<file path="config.mk">
export PLATFORM = sky130hd
export DESIGN_NAME = clbp_ctrl
export DESIGN_NICKNAME = d
export VERILOG_FILES = /design/src/rtl/clbp_pkg.sv /design/src/rtl/clbp_ctrl.sv
export SDC_FILE = /design/constraint.sdc
export NUM_CORES = 1
export LEC_CHECK = 0
export BUFFER_PORTS_ARGS = -buffer_cell sky130_fd_sc_hd__buf_2
export CORE_AREA = 2 2 39 41
export CTS_CLUSTER_SIZE = 14
export DETAILED_ROUTE_END_ITERATION = 10
export DIE_AREA = 0 0 41 43
export HOLD_SLACK_MARGIN = 0.06
export PLACE_DENSITY = 0.73
export REMOVE_ABC_BUFFERS = 1
export SLEW_MARGIN = 5
export SYNTH_ARGS = -nofsm -noshare
export SYNTH_HDL_FRONTEND = slang
export SYNTH_SLANG_ARGS = --single-unit
export TNS_END_PERCENT = 100
</file>
<file path="constraint.sdc">
create_clock -name clk_i -period 3.75 [get_ports clk_i]
set_input_delay 0.5625 -clock clk_i [delete_from_list [all_inputs] [get_ports clk_i]]
set_output_delay 0.5625 -clock clk_i [all_outputs]
set_load 0.1 [all_outputs]
</file>
<file path="src/rtl/clbp_pkg.sv">
// ----------------------------------------------------------------------------
// clbp_pkg
// Shared types and constants for the circular LBP spatial histogram block.
// ----------------------------------------------------------------------------
package clbp_pkg;

  // Diagonal interpolation weights, Q.16, summing to 65536
  localparam int unsigned WeightBits = 16;
  localparam logic [15:0] W_CORNER = 16'd32768;
  localparam logic [15:0] W_SIDE   = 16'd13573;
  localparam logic [15:0] W_CENTRE = 16'd5622;

  // Configuration register indexes
  localparam logic [1:0] REG_IMAGE_WIDTH  = 2'd0;
  localparam logic [1:0] REG_IMAGE_HEIGHT = 2'd1;
  localparam logic [1:0] REG_GRID_COLS    = 2'd2;
  localparam logic [1:0] REG_GRID_ROWS    = 2'd3;

  // Operand selection for the shared divider
  localparam logic [1:0] DIV_CELL_W = 2'd0;
  localparam logic [1:0] DIV_CELL_H = 2'd1;
  localparam logic [1:0] DIV_FRAC   = 2'd2;

  // Input item function codes
  localparam logic FUNC_PIXEL = 1'b0;
  localparam logic FUNC_READ  = 1'b1;

  localparam int unsigned InDataW  = 24;
  localparam int unsigned OutDataW = 40;
  localparam int unsigned DivW     = 16;

  typedef struct packed {
    logic       take_in;
    logic       div_start;
    logic [1:0] div_sel;
    logic       ld_cw;
    logic       ld_ch;
    logic       init_frame;
    logic       clr_en;
    logic       pix_rd;
    logic       pix_exec;
    logic       hist_wr;
    logic       rd_issue;
    logic       rd_latch;
    logic       frac_ld;
    logic       out_load;
  } cmd_t;

  typedef struct packed {
    logic in_func;
    logic in_sof;
    logic div_done;
    logic clr_last;
    logic pix_ok;
    logic count_ok;
    logic need_div;
    logic out_free;
  } status_t;

endpackage

</file>
<file path="src/rtl/clbp_ctrl.sv">
// ----------------------------------------------------------------------------
// clbp_ctrl
// Sequencer: steps one input word through frame setup, pixel update,
// histogram increment or bin read.
// ----------------------------------------------------------------------------
module clbp_ctrl (
  input  logic              clk_i,
  input  logic              rst_ni,
  input  logic              s_tvalid_i,
  output logic              s_tready_o,
  input  clbp_pkg::status_t status_i,
  output clbp_pkg::cmd_t    cmd_o
);

  localparam logic [3:0] S_IDLE  = 4'd0;
  localparam logic [3:0] S_DIVW  = 4'd1;
  localparam logic [3:0] S_WAITW = 4'd2;
  localparam logic [3:0] S_DIVH  = 4'd3;
  localparam logic [3:0] S_WAITH = 4'd4;
  localparam logic [3:0] S_AREA  = 4'd5;
  localparam logic [3:0] S_CLR   = 4'd6;
  localparam logic [3:0] S_CHK   = 4'd7;
  localparam logic [3:0] S_EXEC  = 4'd8;
  localparam logic [3:0] S_HWR   = 4'd9;
  localparam logic [3:0] S_RD    = 4'd10;
  localparam logic [3:0] S_RDAT  = 4'd11;
  localparam logic [3:0] S_RCHK  = 4'd12;
  localparam logic [3:0] S_RDIV  = 4'd13;
  localparam logic [3:0] S_OUT   = 4'd14;
  localparam logic [3:0] S_INIT  = 4'd15;

  logic [3:0] state_q, state_d;

  // histogram memory is cleared once after reset
  always_ff @(posedge clk_i or negedge rst_ni) begin
    if (!rst_ni) state_q <= S_INIT;
    else         state_q <= state_d;
  end

  assign s_tready_o = (state_q == S_IDLE);

  always_comb begin
    state_d = state_q;
    cmd_o   = '0;
    unique case (state_q)
      S_INIT: begin
        cmd_o.clr_en = 1'b1;
        if (status_i.clr_last) state_d = S_IDLE;
      end
      S_IDLE: begin
        if (s_tvalid_i) begin
          cmd_o.take_in = 1'b1;
          if (status_i.in_func == clbp_pkg::FUNC_READ) state_d = S_RD;
          else if (status_i.in_sof)                    state_d = S_DIVW;
          else                                         state_d = S_CHK;
        end
      end
      S_DIVW: begin
        cmd_o.div_start = 1'b1;
        cmd_o.div_sel   = clbp_pkg::DIV_CELL_W;
        state_d         = S_WAITW;
      end
      S_WAITW: begin
        if (status_i.div_done) begin
          cmd_o.ld_cw = 1'b1;
          state_d     = S_DIVH;
        end
      end
      S_DIVH: begin
        cmd_o.div_start = 1'b1;
        cmd_o.div_sel   = clbp_pkg::DIV_CELL_H;
        state_d         = S_WAITH;
      end
      S_WAITH: begin
        if (status_i.div_done) begin
          cmd_o.ld_ch = 1'b1;
          state_d     = S_AREA;
        end
      end
      S_AREA: begin
        cmd_o.init_frame = 1'b1;
        state_d          = S_CLR;
      end
      S_CLR: begin
        cmd_o.clr_en = 1'b1;
        if (status_i.clr_last) state_d = S_CHK;
      end
      S_CHK: begin
        if (status_i.pix_ok) begin
          cmd_o.pix_rd = 1'b1;
          state_d      = S_EXEC;
        end else begin
          state_d = S_IDLE;
        end
      end
      S_EXEC: begin
        cmd_o.pix_exec = 1'b1;
        state_d        = status_i.count_ok ? S_HWR : S_IDLE;
      end
      S_HWR: begin
        cmd_o.hist_wr = 1'b1;
        state_d       = S_IDLE;
      end
      S_RD: begin
        cmd_o.rd_issue = 1'b1;
        state_d        = S_RDAT;
      end
      S_RDAT: begin
        cmd_o.rd_latch = 1'b1;
        state_d        = S_RCHK;
      end
      S_RCHK: begin
        if (status_i.need_div) begin
          cmd_o.div_start = 1'b1;
          cmd_o.div_sel   = clbp_pkg::DIV_FRAC;
          state_d         = S_RDIV;
        end else begin
          state_d = S_OUT;
        end
      end
      S_RDIV: begin
        cmd_o.div_sel = clbp_pkg::DIV_FRAC;
        if (status_i.div_done) begin
          cmd_o.frac_ld = 1'b1;
          state_d       = S_OUT;
        end
      end
      S_OUT: begin
        if (status_i.out_free) begin
          cmd_o.out_load = 1'b1;
          state_d        = S_IDLE;
        end
      end
      default: state_d = S_IDLE;
    endcase
  end

endmodule
</file>
==> metrics.md <==
| Metric | Value |
|---|---|
| Sequential Area | 105 sq um |
| Post-route DRC | 0 |
| Seq cells post-synth | 4 |
| Layout area overhead | 25.3% |
| Initial antenna violation count | 0 |
| Final WL | 1410 um |
| Setup violations, final | 0 |
| Cell taking the most area after synthesis | dfstp_2 |
| CP required | 3.19 ns |
| Slew Limit Fails | 0 |
| Syn Inst Count | 78 |
| Worst Reg-to-Reg Cells | 4 |
| Largest net degree at the start of global routing | 23 |
| Worst setup EP type | output port |
| Hpwl dp | 1010 um |
| PortBufs | 26 |
| RSZ-0062 raised after global routing | false |
| Wire length per cell | 12.1 um |
| Max FO, Critical Path | 22 |
| Top cells by area, synth | dfstp_2, nor2_1, nor3_1 |
| TritonRoute pass-1 iters | 4 |
| H-tree Lvls | 1 |
| Most flop-heavy register | state_q |
| Core Box Area | 0.00138 sq mm |
| Status | finished, final reports clean |
| Top-Level Pins | 27 |
| Antenna Violating Nets Remaining | 0 |
| Synthesized cell area | 544 sq um |
| Worst r2r dst | state_q[0] |
| Number of global-route vias before repair | 512 |
| Worst path arrival time | 2.03 ns |
| Worst setup margin | 1.15 ns |
| CTS Root Cell | clkbuf_4 |
| # resized after CTS | 0 |
| CTS tree | built |
| Clk_skew | 0.00280 ns |
| Worst relative slew slack | 67.6% |
| GP Congestion | 0.815 |
| Ratio of cells with drive above 1 in the final layout | 38.0% |
| Share of the synthesized area in the top cell type | 19.3% |
| Fmax | 385 MHz |
| Initial DRC count | 13 |
| Most frequent cells in the layout | buf_2, nor2_1, nor3_1, nand2_1 |
| Setup Fix Bufs, Post-CTS | 0 |
| Worst slack, placed | 1.42 ns |
| Class of the most critical setup path | register to output port |
| Final core occ | 49.3% |
| Clock Pin Slew Worst Setup and Hold Paths | 0.04 ns |
| Startpoint Class | register |
| Clk_lat worst skew | 0.23 ns |
| Initial Utilization | 39.3% |
| Synthesized area per cell | 6.98 sq um |
| DIE HEIGHT | 43 um |
| Max reg flops | 4 |
| Largest registers | state_q: 4 flops |
| Yosys cell types | 33 |
| Commonest non-fill, non-tap cell in the layout | buf_2 |
| Worst reg2reg setup slack | 1.78 ns |
| Worst hold path class | primary input to asynchronous set/reset pin |
| GRT overflow | 0 |
| Inserted Clock Buffers | 3 |
| DR vias/cell | 5.80 |
| Seq/Total Area, Yosys | 19.3% |
| Routed vias | 673 |
| Final Critical Period | 2.60 ns |
| Max clock buf depth | 2 |
| Max-Cap Viols | 0 |
| Fill count | 144 |
| Worst slew pin tran | 0.489 ns |
| Die W | 41 um |
| Sink Count | 4 |
| CTS hold repair buffers | 0 |
| Final Net Count | 113 |
| Diode count | 0 |
| Site Rows | 14 |
| First-pass GRT wire length | 2100 um |
| Synthesis Warnings | 0 |
| Multi-input logic area | 393 sq um |
| Final Hold Vio Count | 0 |
| Worst flop-to-flop path startpoint | state_q[1] |
| Total track usage | 16.6% |
| Full die area | 0.00176 sq mm |
| Post-route clock period utilization | 69.2% |
## final cells by class
cell class	instances	share of cell area, %
clock buffers	3	3.30
inverters	3	1.65
multi-input cells	64	57.6
flip-flops and latches	4	15.4
well taps	16	2.94
repair buffers	26	19.1
## cell usage after synthesis
cell type,number
and2_1,1
xor2_1,1
or4b_4,1
a211o_1,1
nand3_1,2
buf_6,1
nand4b_1,1
o32ai_4,1
nand2b_1,4
o21ai_0,4
o22ai_1,2
nor4_1,1
clkbuf_1,3
dfstp_2,4
inv_1,3
a21oi_1,4
a211oi_1,1
nor2_2,1
mux2_4,1
or3_1,1
nand2_1,7
nor2_1,11
a31oi_1,3
buf_2,1
mux2_2,1
or4_1,1
a221oi_1,2
nor3_1,8
o2bb2ai_1,1
and3_1,1
nor2b_1,1
buf_1,2
nand4_1,1
## logic make-up after synthesis
family          count (synthesis)  share of synthesized area, %
compound gates                 19                          26.0
xor+xnor                        1                          1.61
buf+inv                        10                          8.50
flops                           4                          19.3
mux                             2                          4.83
simple gates                   42                          39.8
## layer usage
layer	wire, um	vias up	GRT usage (%)
li1	-	331	-
met1	611	316	23.9
met2	697	22	25.0
met3	71	4	0
met4	28	0	7.33
met5	0	-	0
## how the worst max path moves through the flow
stage / cells after the start / from / slack, ns / to
2_1_floorplan: 2 / state_q[3] / -1.24 / cmd_o[14]
3_3_place_gp: 3 / state_q[1] / 1.43 / cmd_o[10]
3_5_place_dp: 3 / state_q[1] / 1.42 / cmd_o[10]
4_1_cts: 3 / state_q[1] / 1.17 / cmd_o[10]
5_1_grt: 3 / state_q[1] / 1.10 / cmd_o[10]
6_report: 3 / state_q[1] / 1.15 / cmd_o[10]
## stage by stage
step	hold slack, ns	setup TNS, ns	std cells	area [sq um]
after floorplan	0.415	-1.46	71	509
after global placement	0.545	0	113	659
after detailed placement	0.543	0	113	659
after CTS	0.303	0	116	682
after global routing	0.306	0	116	682
final	0.299	0	116	682
## worst max-delay path: stages (launching register included)
cell	delay, ns
dfstp_2	0.74
or4b_4	0.54
nor2_1	0.10
buf_2	0.43
Power is not shown: default switching activity piles up to over one toggle a cycle in this logic, so the estimate is an artifact.
